File: src/rtl/rmq_pkg.sv
`default_nettype none
// ----------------------------------------------------------------------------
// rmq_pkg: shared types and constants
// Holds the per-item job descriptor that travels from the classifier to the
// arithmetic pipeline, plus the codes for which quaternion part leads.
// ----------------------------------------------------------------------------
package rmq_pkg;

    // Matrix element and output word width.
    localparam int ELEM_W = 16;
    // Magnitude of a sum or difference of two elements.
    localparam int MAG_W = 17;
    // Number of matrix elements per item and quaternion parts per result.
    localparam int NUM_ELEM = 9;
    localparam int NUM_PART = 4;

    // Saturation bounds.
    localparam int WORD_MAX = 32767;
    localparam int WORD_MIN_MAG = 32768;

    // Queue between the classifier and the arithmetic pipeline.
    localparam int QUEUE_DEPTH = 4;
    localparam int QPTR_W = 2;
    localparam int QCNT_W = 3;

    // Which quaternion part comes from the square root.
    typedef logic [1:0] t_lead;
    localparam t_lead LEAD_W = 2'd0;
    localparam t_lead LEAD_X = 2'd1;
    localparam t_lead LEAD_Y = 2'd2;
    localparam t_lead LEAD_Z = 2'd3;

    // Job descriptor. The three scaled parts are ordered by increasing output
    // slot, with the leading slot left out.
    typedef struct packed {
        logic                        deg;
        t_lead                       lead;
        logic [2:0]                  neg;
        logic [2:0][MAG_W-1:0]       mag;
    } t_info;

endpackage
`default_nettype wire

File: src/rtl/rmq_fifo.sv
`default_nettype none
// ----------------------------------------------------------------------------
// rmq_fifo: job queue
// A short first-in first-out queue that lets the classifier and the
// arithmetic pipeline stall independently.
// ----------------------------------------------------------------------------
module rmq_fifo #(
    parameter int W = 8
) (
    input  wire logic         i_clk,
    input  wire logic         i_rst_n,
    input  wire logic         i_push,
    output logic              o_ready,
    input  wire logic [W-1:0] i_data,
    output logic              o_valid,
    input  wire logic         i_pop,
    output logic [W-1:0]      o_data
);

    logic [W-1:0]                r_mem [rmq_pkg::QUEUE_DEPTH];
    logic [rmq_pkg::QPTR_W-1:0]  r_wp;
    logic [rmq_pkg::QPTR_W-1:0]  r_rp;
    logic [rmq_pkg::QCNT_W-1:0]  r_cnt;
    logic                        do_push;
    logic                        do_pop;

    assign o_ready = (r_cnt != rmq_pkg::QCNT_W'(rmq_pkg::QUEUE_DEPTH));
    assign o_valid = (r_cnt != '0);
    assign do_push = i_push && o_ready;
    assign do_pop  = i_pop && o_valid;
    assign o_data  = r_mem[r_rp];

    // Pointers and fill count.
    always_ff @(posedge i_clk) begin
        if (!i_rst_n) begin
            r_wp  <= '0;
            r_rp  <= '0;
            r_cnt <= '0;
        end else begin
            if (do_push) begin
                r_wp <= r_wp + 1'b1;
            end
            if (do_pop) begin
                r_rp <= r_rp + 1'b1;
            end
            if (do_push && !do_pop) begin
                r_cnt <= r_cnt + 1'b1;
            end else if (do_pop && !do_push) begin
                r_cnt <= r_cnt - 1'b1;
            end
        end
    end

    // Storage.
    always_ff @(posedge i_clk) begin
        if (do_push) begin
            r_mem[r_wp] <= i_data;
        end
    end

endmodule
`default_nettype wire

File: config.mk
export PLATFORM = sky130hd
export DESIGN_NAME = rmq_fifo
export DESIGN_NICKNAME = d
export VERILOG_FILES = /design/src/rtl/rmq_pkg.sv /design/src/rtl/rmq_fifo.sv
export SDC_FILE = /design/constraint.sdc
export NUM_CORES = 1
export LEC_CHECK = 0
export ABC_AREA = 1
export BUFFER_PORTS_ARGS = -buffer_cell sky130_fd_sc_hd__buf_2
export CAP_MARGIN = 10
export CORE_MARGIN = 2
export CORE_UTILIZATION = 50
export CTS_BUF_LIST = sky130_fd_sc_hd__clkbuf_16
export CTS_CLUSTER_DIAMETER = 150
export CTS_CLUSTER_SIZE = 10
export DETAILED_ROUTE_END_ITERATION = 7
export PLACE_DENSITY = 0.77
export SYNTH_ARGS = -nofsm -noshare
export SYNTH_HDL_FRONTEND = slang
export SYNTH_SLANG_ARGS = --single-unit
File: constraint.sdc
create_clock -name i_clk -period 1.71 [get_ports i_clk]
set_input_delay 0.342 -clock i_clk [delete_from_list [all_inputs] [get_ports i_clk]]
set_output_delay 0.342 -clock i_clk [all_outputs]
set_load 0.02 [all_outputs]
==> run metrics, run 1 <==
R2R setup slack=0.06 ns; Worst VDD drop=1.143 mV; WS Path Type=flop to flop; first-pass GRT wire length=5154 um; CTS tree=done; setup ws final=0.05644 ns; cell taking the most area after synthesis=edfxtp_1; global placement routability congestion=0.7310; grt ovf=0; Critical Path AT=1.83 ns; clock buffer depth=2; Hold EP=r_mem[3][3]; post-synthesis sequential area ratio=0.6761; Reg clk slew, reported paths=0.06 ns; syn avg cell area=11.72 um2; worst slew pin tran=0.1898 ns; total power=3433 uW; Std-Cell Rows=21; Post-Layout Cell Count=227; worst hold path depth=1; most common cell after layout, fill and taps aside=edfxtp_1; DIE HEIGHT=62.10 um; post-route ant nets=0; RSZ-0062 raised after global routing=yes; worst hold start=i_data[3]; hold-fix buffers at CTS=0; I/O pin count=22; Yosys warning total=0; top cells by area, synth=edfxtp_1, dfxtp_1, nor2_1; Hold Path Class=primary input to flop; vias in the first global route=1168; CTS Buf Count=5; die width=62.10 um; fin crit period=1.654 ns; antenna violations before repair=0; Final Cell Area=2110 um2; Critical Path Start Type=flop; CTS Sinks=41; max-cap viol count=0; DR iter-0 viols=37; Cells after DPL=217; final HPWL from detailed placement=2086 um; Pleak=0.0008303 uW; Distinct cells, synth=19; pwr/cell area=1627 nW/um2; Post-DP Area=1889 um2; die area=3856 um2; Gate Count Post-Synth=144; WP data required=1.88 ns; number of setup violations in the final report=0; core box area=3284 um2; drt first pass iters=4; area growth from synthesis to layout=24.98%; # nets final=198; syn_nets=162; IO Port Bufs=21; Worst setup EP type=flop; antenna diode count=0; gr usage total=0.1775; CP Max Fanout=3; Critical R2R Launch=r_cnt[0]; Avg WL per Cell=13.65 um; post-synth top area share=0.5693; commonest non-fill, non-tap cells in the layout=edfxtp_1, nor2_1, buf_2; Residual DRC=0; via count=1151; initial core utilization=0.5139; Mapped Area=1688 um2; slew margin rel.=0.8735; Worst Clk Skew=0.002204 ns; fraction of layout cells with a size suffix above 1=0.3204; fin crit share=0.9670; fmax=604.8 MHz; Max H-tree Level=2; final wirelength=3099 um; largest net degree at the start of global routing=17; r2r endpoint=r_cnt[1]; status=finished, final reports clean; Reg2Reg Depth=9; clock root buffer=clkbuf_16; Slew Limit Fails=0; worst slack, placed=-0.07343 ns; DR vias/cell=5.070; Fin. Hold Viols=0; post-synthesis register bit count=41; worst skew pair latency=0.28 ns
[per-stage QoR]
stage | hold slack (ns) | TNS, ns | util
after floorplan | 0.4409 | -0.02930 | -
after global placement | 0.4829 | 0 | 0.5752
after detailed placement | 0.4979 | -0.08981 | 0.5752
after CTS | 0.2646 | 0 | 0.6301
after global routing | 0.2674 | -0.01036 | 0.6423
final | 0.2748 | 0 | 0.6423
[cell usage after synthesis, drive strengths merged]
master	n
nand3	4
buf	2
edfxtp	32
nor2	30
o22ai	8
xor2	1
nand3b	1
nand2	15
o21ai	17
inv	16
fa	1
a21oi	3
ha	5
dfxtp	9
[worst max-delay path: stages (launching register included)]
cell	delay, ns
dfxtp_4	0.36
nor2_4	0.13
nand2_2	0.08
nand2_2	0.08
inv_2	0.06
ha_4	0.16
inv_2	0.06
fa_2	0.43
o21ai_1	0.14
nor2_1	0.05
[final cells by class]
class                   instances  area [um2]
clock buffers                   5       125.1
clock inverters                 3       46.29
fillers                       246        1175
inverters                      16       62.56
multi-input cells              85       489.2
flip-flops and latches         41        1149
well taps                      46       57.56
repair buffers                 31       180.2
[sequential cells by signal (all words and copies together) (netlist names), named ones only]
| name | cells |
|---|---|
| r_cnt | 3 |
| r_rp | 2 |
| r_mem | 32 |
| r_wp | 2 |
[routing by layer]
layer	global-route usage	wire length, um	vias up
met1	0.1978	1248	555
met3	0.05072	136	5
met4	0.09167	57	0
met2	0.3098	1656	25
met5	0	0	-
li1	-	-	566
[power breakdown]
part / switching [uW] / internal (uW)
Combinational: 647 / 406
Sequential: 96.7 / 1240
Clock: 359 / 689
[kinds of logic (layout without fill, tap and decap cells)]
group           after synthesis  in the layout  share of synthesized area
simple gates                 50             50                     0.1253
flops                        41             41                     0.6761
xor+xnor                      1              1                   0.005190
fa+ha+maj                     6              6                    0.04893
buf+inv                      18             55                    0.04893
compound gates               28             28                    0.09562
[worst max-delay path by stage]
stage	from	slack, ns	cells after the start	to
after CTS	flop	0.0006	3	o_data[3]
after global routing	r_cnt[0]	-0.01	12	r_cnt[2]
after detailed placement	r_cnt[0]	-0.07	12	r_cnt[2]
after floorplan	r_cnt[0]	-0.02	9	r_cnt[1]
final	r_cnt[0]	0.06	9	r_cnt[1]
after global placement	r_cnt[0]	0.05	12	r_cnt[2]
[repair_timing]
item	4_1_cts	5_1_grt
setup buffers	0	2
cloned	0	0
endpoints found under the hold margin	0	0
resized for setup	5	9
pin swaps	0	1
setup endpoints to repair	8	9
Power figures use the tool's default switching activity.
==> run 2, diff against run 1 <==
==> constraint.sdc (replaced) <==
create_clock -name i_clk -period 1.71 [get_ports i_clk]
set_input_delay 0.171 -clock i_clk [delete_from_list [all_inputs] [get_ports i_clk]]
set_output_delay 0.171 -clock i_clk [all_outputs]
set_load 0.02 [all_outputs]
==> run 2 against run 1 <==
Net effect:
- first-iteration DRC count grew 41%
- worst setup slack gained 0.019 ns
- sequential cell count is the same
- critical path depth is the same
- via count shrank 4.9%
- die area is the same
- non-clock buffer count shrank 2
- final cell count shrank 0.88%
- fmax grew 1.2%
- largest power group unchanged
==> run metrics, run 2 (same netlist as run 1, synthesis figures left out) <==
Slew Limit Fails=0; Largest regs=r_mem x32, r_cnt x3; die area=3856 um2; post-route ant nets=0; area growth from synthesis to layout=22.98%; Critical Path AT=1.80 ns; Logic pwr share=0.314; RSZ-0062 raised after global routing=no; CP Max Fanout=3; max-cap viol count=0; Post-Layout Cell Count=225; Reg clk slew, reported paths=0.05 ns; initial core utilization=0.5139; Avg WL per Cell=13.43 um; clock root buffer=clkbuf_16; WS Path Type=flop to flop; Max H-tree Level=2; fin util=0.6320; clock buffer depth=2; Cells after DPL=217; grt ovf=0; setup bufs post-CTS=0; gr usage total=0.1682; commonest non-fill, non-tap cells in the layout=edfxtp_1, nor2_1, buf_2; I/O pin count=22; sequential group share of total power=0.415; via count=1095; worst slew pin tran=0.2885 ns; CTS Sinks=41; antenna diode count=0; Sw Ratio=0.3350; Worst setup EP type=flop; final wirelength=3022 um; Filler cells=240; Most flops, register=r_mem; Critical Path Start Type=flop; status=finished, final reports clean; die width=62.10 um; worst skew pair latency=0.28 ns; number of setup violations in the final report=0; final HPWL from detailed placement=2077 um; Hold Path Class=primary input to flop; Pleak=0.0008158 uW; internal power component=2150 uW; fin crit share=0.9557; Worst path slowest cell=fa_2; global placement routability congestion=0.7519; clock network power share=0.271; Post-DP Area=1889 um2; # nets final=196; largest net degree at the start of global routing=17; vias in the first global route=1106; max FFs per register=32; antenna violations before repair=0; DIE HEIGHT=62.10 um; Switch Pwr=1083 uW; CP max stage delay=0.42 ns; first-pass GRT wire length=4733 um; Fin. Hold Viols=0; crit path cell chain=nor2_4, nand2_2, nand2_2, inv_4, ha_4, inv_2, fa_2, o21ai_1, nor2_1; IO Port Bufs=21; slew margin rel.=0.8074; fraction of layout cells with a size suffix above 1=0.3073; CTS tree=done; drt first pass iters=4; pwr/cell area=1558 nW/um2; Worst VDD drop=1.027 mV; WP data required=1.88 ns; Final Cell Area=2076 um2; crit-path most repeated cell=nand2_2; CTS Buf Count=5; core box area=3284 um2; DR vias/cell=4.867; Worst Clk Skew=0.002011 ns; most common cell after layout, fill and taps aside=edfxtp_1; Std-Cell Rows=21; Residual DRC=0; DR iter-0 viols=52; fmax=611.9 MHz; fin crit period=1.634 ns
[run 2: what timing repair did]
action	CTS	global route
gates resized for setup	3	10
setup endpoints to repair	3	5
pin swaps	0	2
hold endpoints to repair	0	0
hold buffers	0	0
[run 2: area by class of cell]
class	count	area, um2	area share
well taps	46	57.56	0.02773
clock buffers	5	125.1	0.06028
inverters	16	62.56	0.03014
repair buffers	29	165.2	0.07957
flip-flops and latches	41	1149	0.5533
multi-input cells	85	499.2	0.2405
clock inverters	3	17.52	0.008439
[run 2: per-stage QoR]
step	setup slack [ns]	setup TNS [ns]	power, uW	hold slack [ns]
5_1_grt	0.007160	0	3424	0.1047
3_3_place_gp	0.04264	0	2234	0.3811
2_1_floorplan	-0.02186	-0.02930	1986	0.2699
4_1_cts	-0.02481	-0.02481	3189	0.09960
6_report	0.07569	0	3233	0.1019
3_5_place_dp	-0.05288	-0.05288	2288	0.3892
[run 2: final timing paths]
check | from | to | slack [ns] | cells after the start
max | r_cnt[0] | r_cnt[1] | 0.08 | 9
min | i_data[2] | r_mem[3][2] | 0.10 | 1
max reg2reg | r_cnt[0] | r_cnt[1] | 0.08 | 9
min reg2reg | r_rp[0] | r_rp[0] | 0.50 | 2
[run 2: worst max-delay path, delay by kind of cell (launching register included)]
family	cells	cell delay [ns]
flops	1	0.36
compound gates	1	0.14
simple gates	4	0.35
buf+inv	2	0.11
fa+ha+maj	2	0.58
[run 2: metal layers]
layer	part of all wire	vias up	track usage
li1	-	561	-
met1	0.40	509	0.1722
met2	0.53	20	0.2921
met3	0.042	5	0.05435
met4	0.026	0	0.1139
met5	0	-	0
[run 2: power by group through the flow]
stage               Sequential, uW  Combinational, uW  Clock, uW
floorplan                     1320                668          0
global placement              1340                899          0
detailed placement            1340                946          0
CTS                           1330                961        898
global route                  1360               1120        945
finish                        1340               1010        876
