===== src/rtl/rmq_pkg.sv =====
`default_nettype none
// ----------------------------------------------------------------------------
// rmq_pkg: shared types and constants
// Holds the per-item job descriptor that travels from the classifier to the
// arithmetic pipeline, plus the codes for which quaternion part leads.
// ----------------------------------------------------------------------------
package rmq_pkg;

    // Matrix element and output word width.
    localparam int ELEM_W = 16;
    // Magnitude of a sum or difference of two elements.
    localparam int MAG_W = 17;
    // Number of matrix elements per item and quaternion parts per result.
    localparam int NUM_ELEM = 9;
    localparam int NUM_PART = 4;

    // Saturation bounds.
    localparam int WORD_MAX = 32767;
    localparam int WORD_MIN_MAG = 32768;

    // Queue between the classifier and the arithmetic pipeline.
    localparam int QUEUE_DEPTH = 4;
    localparam int QPTR_W = 2;
    localparam int QCNT_W = 3;

    // Which quaternion part comes from the square root.
    typedef logic [1:0] t_lead;
    localparam t_lead LEAD_W = 2'd0;
    localparam t_lead LEAD_X = 2'd1;
    localparam t_lead LEAD_Y = 2'd2;
    localparam t_lead LEAD_Z = 2'd3;

    // Job descriptor. The three scaled parts are ordered by increasing output
    // slot, with the leading slot left out.
    typedef struct packed {
        logic                        deg;
        t_lead                       lead;
        logic [2:0]                  neg;
        logic [2:0][MAG_W-1:0]       mag;
    } t_info;

endpackage
`default_nettype wire


===== src/rtl/rmq_front.sv =====
`default_nettype none
// ----------------------------------------------------------------------------
// rmq_front: input classifier
// Takes a matrix, picks the leading quaternion part (Shepperd's rule), forms
// the root argument and the three signed sums or differences, and holds the
// job in a register until the queue takes it.
// ----------------------------------------------------------------------------
module rmq_front #(
    parameter int FRAC_BITS = 14
) (
    input  wire logic                                     i_clk,
    input  wire logic                                     i_rst_n,
    input  wire logic                                     i_valid,
    output logic                                          o_ready,
    input  wire logic [rmq_pkg::NUM_ELEM*rmq_pkg::ELEM_W-1:0] i_data,
    output logic                                          o_valid,
    input  wire logic                                     i_ready,
    output rmq_pkg::t_info                                o_info,
    output logic [((FRAC_BITS > 17) ? FRAC_BITS : 17)+1-1:0] o_arg
);

    localparam int AW = ((FRAC_BITS > 17) ? FRAC_BITS : 17) + 2;
    localparam logic signed [AW-1:0] ONE = AW'(1) << FRAC_BITS;

    logic signed [rmq_pkg::ELEM_W-1:0] e [rmq_pkg::NUM_ELEM];
    logic signed [17:0]                trace;
    logic signed [AW-1:0]              a;
    logic signed [rmq_pkg::MAG_W-1:0]  d [3];
    rmq_pkg::t_lead                    lead;
    rmq_pkg::t_info                    n_info;
    logic [AW-2:0]                     n_arg;

    logic                              r_vld;
    rmq_pkg::t_info                    r_info;
    logic [AW-2:0]                     r_arg;

    // Unpack the elements, row by row.
    always_comb begin
        for (int n = 0; n < rmq_pkg::NUM_ELEM; n++) begin
            e[n] = signed'(i_data[n*rmq_pkg::ELEM_W +: rmq_pkg::ELEM_W]);
        end
    end

    // Trace and choice of the leading part; ties go to the lower index.
    always_comb begin
        trace = 18'(e[0]) + 18'(e[4]) + 18'(e[8]);
        if (trace > 18'sd0) begin
            lead = rmq_pkg::LEAD_W;
        end else if (e[4] > e[0]) begin
            lead = (e[8] > e[4]) ? rmq_pkg::LEAD_Z : rmq_pkg::LEAD_Y;
        end else begin
            lead = (e[8] > e[0]) ? rmq_pkg::LEAD_Z : rmq_pkg::LEAD_X;
        end
    end

    // Root argument and the off-diagonal terms for each leading part.
    always_comb begin
        unique case (lead)
            rmq_pkg::LEAD_W: begin
                a    = AW'(trace) + ONE;
                d[0] = 17'(e[7]) - 17'(e[5]);
                d[1] = 17'(e[2]) - 17'(e[6]);
                d[2] = 17'(e[3]) - 17'(e[1]);
            end
            rmq_pkg::LEAD_X: begin
                a    = AW'(e[0]) - AW'(e[4]) - AW'(e[8]) + ONE;
                d[0] = 17'(e[7]) - 17'(e[5]);
                d[1] = 17'(e[3]) + 17'(e[1]);
                d[2] = 17'(e[6]) + 17'(e[2]);
            end
            rmq_pkg::LEAD_Y: begin
                a    = AW'(e[4]) - AW'(e[8]) - AW'(e[0]) + ONE;
                d[0] = 17'(e[2]) - 17'(e[6]);
                d[1] = 17'(e[1]) + 17'(e[3]);
                d[2] = 17'(e[7]) + 17'(e[5]);
            end
            default: begin
                a    = AW'(e[8]) - AW'(e[0]) - AW'(e[4]) + ONE;
                d[0] = 17'(e[3]) - 17'(e[1]);
                d[1] = 17'(e[2]) + 17'(e[6]);
                d[2] = 17'(e[5]) + 17'(e[7]);
            end
        endcase
    end

    // Build the job: a non-positive argument marks the item degenerate.
    always_comb begin
        n_info.lead = lead;
        n_info.deg  = a[AW-1] || (a == '0);
        n_arg       = n_info.deg ? '0 : a[AW-2:0];
        for (int n = 0; n < 3; n++) begin
            n_info.neg[n] = d[n][rmq_pkg::MAG_W-1];
            n_info.mag[n] = d[n][rmq_pkg::MAG_W-1] ? unsigned'(-d[n]) : unsigned'(d[n]);
        end
    end

    assign o_ready = !r_vld || i_ready;
    assign o_valid = r_vld;
    assign o_info  = r_info;
    assign o_arg   = r_arg;

    // Job holding register.
    always_ff @(posedge i_clk) begin
        if (!i_rst_n) begin
            r_vld <= 1'b0;
        end else if (o_ready) begin
            r_vld <= i_valid;
        end
    end

    always_ff @(posedge i_clk) begin
        if (o_ready && i_valid) begin
            r_info <= n_info;
            r_arg  <= n_arg;
        end
    end

endmodule
`default_nettype wire


===== config.mk =====
export PLATFORM = sky130hd
export DESIGN_NAME = rmq_front
export DESIGN_NICKNAME = d
export VERILOG_FILES = /design/src/rtl/rmq_pkg.sv /design/src/rtl/rmq_front.sv
export SDC_FILE = /design/constraint.sdc
export NUM_CORES = 1
export LEC_CHECK = 0
export ABC_AREA = 1
export BUFFER_PORTS_ARGS = -buffer_cell sky130_fd_sc_hd__buf_2
export CORE_ASPECT_RATIO = 0.7
export CORE_MARGIN = 2
export CORE_UTILIZATION = 40
export DETAILED_ROUTE_END_ITERATION = 12
export HOLD_SLACK_MARGIN = 0.02
export PLACE_DENSITY = 0.57
export SYNTH_ARGS = -nofsm -noshare
export SYNTH_HDL_FRONTEND = slang
export SYNTH_SLANG_ARGS = --single-unit
export TNS_END_PERCENT = 30

===== constraint.sdc =====
create_clock -name i_clk -period 4.3 [get_ports i_clk]
set_clock_uncertainty 0.2 [all_clocks]
set_input_delay 0.215 -clock i_clk [delete_from_list [all_inputs] [get_ports i_clk]]
set_output_delay 0.215 -clock i_clk [all_outputs]
set_load 0.02 [all_outputs]

==> results.md <==
Placement:
- Detailed placement ended at an HPWL of 59940 um.
- The final weighted congestion of routability-driven global placement is between 0.9 and 1.
- The count of buffers added on input and output ports is between 200 and 250.
- The instance area after placement is 0.02205 mm^2.

Worst setup path:
- STA puts the critical path data arrival time at roughly 4.6 ns.
- The number of cells on the worst reg-to-reg path is 2.
- For the worst setup path, the data required time is ~4.3 ns.
- The critical path in this run is classified as input port to flop.
- The slowest stage of the critical path belongs to the cell sky130_fd_sc_hd__fa_2.
- In this run the worst path has a maximum fanout of 6.
- The element type at the critical path start is an input port.
- The delay contributed by the slowest stage of the critical path is ~0.48 ns.
- The critical path capture point type is a flop.

Final layout:
- The net count of the finished layout is roughly 3.7k.
- The final-layout fill cell count is 4331.
- Once layout is complete, the utilization of the core stands at 0.5457.
- The repair_antennas step left the layout with diodes totalling 0.
- The area growth from synthesis to layout is 34.67%.
- Of the cells placed in the final design, the portion with a size suffix greater than 1 is 0.2721.
- The post-route cell area is 0.02386 mm^2.

STA:
- The post-layout minimum cycle time is between 4 and 5 ns.
- The final hold slack is 0.3614 ns.
- Setup violations remaining at the end of the flow were counted as 62.
- After routing, the total negative slack on setup checks comes to -8.222 ns.
- The total count of max-transition violations in the final report is 0.
- Setup repair after global routing could not meet its margin everywhere.
- The slack of the critical path is -0.2582 ns.
- The hold violation total from the final report is 0.
- For the pin with the worst max-slew slack, the measured transition is 1.089 ns.
- The ratio of final minimum period to clock period is 1.060.
- The worst slew margin relative to its limit is 0.2742.
- The maximum clock frequency is ~220 MHz.

Global routing:
- The number of antenna violations at the first check in global routing was 2.
- The overall fraction of global-route tracks in use is 0.2956.
- The first global-routing pass estimated between 100000 and 150000 um of wire.
- Summed over all layers, the global routing overflow is 0.
- Entering global routing, the biggest net connects between 70 and 80 pins.
- The via count of the first global-routing pass is 18.26k.

Yosys:
- After synthesis, the share of flip-flops with an asynchronous set or reset is 0.
- The area fraction of the dominant cell type after synthesis is 0.2140.
- The main flop type after synthesis is sky130_fd_sc_hd__edfxtp_1.
- The number of different library cells used by synthesis comes to 55.
- The total standard cell area after synthesis is ~0.018 mm^2.
- sky130_fd_sc_hd__ha_1 takes more of the synthesized area than any other cell.
- Counting flops with a built-in enable in the synthesized netlist gives 75.
- The synthesized netlist cell count is around 2.6k.
- The count of yosys warnings during synthesis is 0.
- Counting instances in the post-synthesis netlist gives the leading cell types as sky130_fd_sc_hd__nand2_1 (551), sky130_fd_sc_hd__inv_1 (446), sky130_fd_sc_hd__ha_1 (303), sky130_fd_sc_hd__nor2_1 (227), sky130_fd_sc_hd__nand3_1 (187).
- The number of nets in the synthesized netlist is about 3.1k.
- The flip-flop and latch count after synthesis is 76.
- The share of the Yosys chip area taken by registers is 0.1283.
- The library cell with the highest instance count after synthesis is sky130_fd_sc_hd__nand2_1.
- By area the synthesized netlist is led by sky130_fd_sc_hd__ha_1 (21%), sky130_fd_sc_hd__edfxtp_1 (13%), sky130_fd_sc_hd__nand2_1 (12%).
- The average footprint of a synthesized cell is approximately 7 um^2.

Power:
- Internal power comes to 0.005187 W.
- In this run the power spent charging and discharging nets is 0.005404 W.
- The reported leakage power is 12.88 nW.
- Power comes to ~0.011 W.
- The share of total power dissipated in combinational logic is 0.799.
- Of the total power, the share spent switching nets is 0.5102.
- The share of total power dissipated in the clock network is 0.073.
- IR analysis of the VDD net gives a maximum drop of slightly above 0.2 mV.
- For this design the ratio of total power to cell area is ~440 mW/mm^2.
- The sequential share of power is 0.128.

CTS:
- The maximum count of clock buffers along a single path is 2.
- The clock latency on the worst-skew pair is between 0.3 and 0.4 ns.
- The root buffer selected by CTS is sky130_fd_sc_hd__clkbuf_16.
- The number of buffers added by the clock tree synthesis step is 9.
- The clock-pin slew reported for the worst setup and hold paths after clock tree synthesis is roughly 0.07 ns.
- The TritonCTS clock tree is built.
- Counting every sink on the clock net gives 76.
- The H-tree depth is 3.

Route:
- The routed via count is approximately 19k.
- In the final routed layout, each cell accounts on average for 18.47 um.
- The remaining design rule violation count is 0.
- The via density per instance is approximately 5.
- The number of detailed-routing iterations run before antenna repair is 6.
- The routed design has slightly below 70000 um of wire.
- The detail route stage leaves a number of antenna-violating nets equal to 0.
- For this block, the initial DRC count from the detailed router was 1999.

Flow run:
- Across the run, the number of max-cap violations was 0.

Floorplanning:
- For this configuration, the core starts out at a cell density of 0.4052.
- The core region is approximately 0.044 mm^2.
- The die outline area is between 0.04 and 0.05 mm^2.
- The number of ports placed on the die boundary is 225.
- The height of the die is approximately 180 um.
- The horizontal extent of the die is around 260 um.
- The number of standard-cell rows in the floorplan is 64.

Worst hold path:
- The type of the tightest min-delay check is input port to flop.
- The number of cells on the worst hold path is 4.

Run status:
- The final reports fail on negative setup slack.
- The run finished, with violations left.
[metrics by stage]
step           cells  setup WS [ns]
2_1_floorplan   2567        -0.3154
3_3_place_gp    3688        -0.7766
3_5_place_dp    3688        -0.9345
4_1_cts         3740        -0.1841
5_1_grt         3751        -0.4141
6_report        3751        -0.2582
[final timing paths]
path                             startpoint  slack, ns         end
worst min-delay path            i_data[128]       0.36    o_arg[0]
worst max-delay path             i_data[65]      -0.26  o_info[33]
worst min register to register      o_valid       0.91     o_valid
worst max register to register      o_valid       2.36  o_info[15]
[flip-flops by register name, indices dropped and copies added, names as in the netlist]
signal / flops
o_info: 57
o_arg: 18
o_valid: 1
[power groups by stage]
stage                     sequential (W)  combinational (W)  clock, W
after floorplan                  0.00167            0.00379         0
after global placement           0.00138            0.00725         0
after detailed placement         0.00137            0.00730         0
after CTS                        0.00136            0.00806  0.000786
after global routing             0.00138            0.00915  0.000815
final                            0.00135            0.00847  0.000769
[cells by family (layout without fill, tap and decap cells)]
kind of cell,count (synthesis),count (layout),share of synthesized area
flip-flops,76,76,0.1283
XOR/XNOR,126,126,0.06229
AND/OR/NAND/NOR,1166,1166,0.2925
buffers and inverters,512,1102,0.1138
adder cells (fa/ha/maj),382,382,0.3033
AO/OA/AOI/OAI,305,305,0.09994
[cell usage in the layout (no fill, tap or decap), types with 9 or more instances in the layout]
master / count
sky130_fd_sc_hd__a21o_1: 11
sky130_fd_sc_hd__a21oi_1: 127
sky130_fd_sc_hd__a31oi_1: 15
sky130_fd_sc_hd__buf_12: 9
sky130_fd_sc_hd__buf_2: 222
sky130_fd_sc_hd__buf_4: 372
sky130_fd_sc_hd__buf_6: 17
sky130_fd_sc_hd__clkbuf_16: 9
sky130_fd_sc_hd__edfxtp_1: 75
sky130_fd_sc_hd__fa_1: 65
sky130_fd_sc_hd__fa_2: 14
sky130_fd_sc_hd__ha_1: 288
sky130_fd_sc_hd__ha_4: 14
sky130_fd_sc_hd__inv_1: 444
sky130_fd_sc_hd__nand2_1: 515
sky130_fd_sc_hd__nand2_2: 35
sky130_fd_sc_hd__nand3_1: 156
sky130_fd_sc_hd__nand3_2: 27
sky130_fd_sc_hd__nand3_4: 11
sky130_fd_sc_hd__nand3b_1: 26
sky130_fd_sc_hd__nand4_1: 86
sky130_fd_sc_hd__nor2_1: 188
sky130_fd_sc_hd__nor2_2: 29
sky130_fd_sc_hd__nor2_4: 25
sky130_fd_sc_hd__nor3_1: 28
sky130_fd_sc_hd__o21ai_0: 68
sky130_fd_sc_hd__o21bai_1: 26
sky130_fd_sc_hd__or2_2: 10
sky130_fd_sc_hd__xnor2_1: 21
sky130_fd_sc_hd__xor2_1: 100
[final cells by class]
class / instances / area, um^2 / share of cell area
multi-input combinational: 1979 / 14390 / 0.6031
timing repair buffer: 628 / 4423 / 0.1854
sequential: 76 / 2272 / 0.09524
inverter: 457 / 1739 / 0.07290
tap: 594 / 743.2 / 0.03115
clock buffer: 11 / 232.7 / 0.009755
clock inverter: 5 / 51.30 / 0.002150
timing repair inverter: 1 / 7.507 / 0.0003147
[what timing repair did]
action	CTS	global route
endpoints found under the hold margin	1	0
pin swaps	49	47
cloned	4	0
resized for setup	186	66
setup endpoints to repair	68	71
hold buffers	2	0
buffers inserted	30	11
[worst max-delay path: cells and delay by family]
family	cells	cell delay (ns)
buf+inv	7	0.94
fa+ha+maj	4	1.22
compound gates	2	0.28
simple gates	16	1.69
xor+xnor	1	0.21
[routing by layer]
metal  vias up  share of wire  track usage  wire [um]
met5         -              0            0          0
met4         0          0.013      0.04164        867
met3        64           0.10      0.06399       7032
met2       796           0.37       0.3892      25540
met1      8981           0.52       0.4842      35850
li1       9429              -            -          -
(Power assumes the default switching activity.)
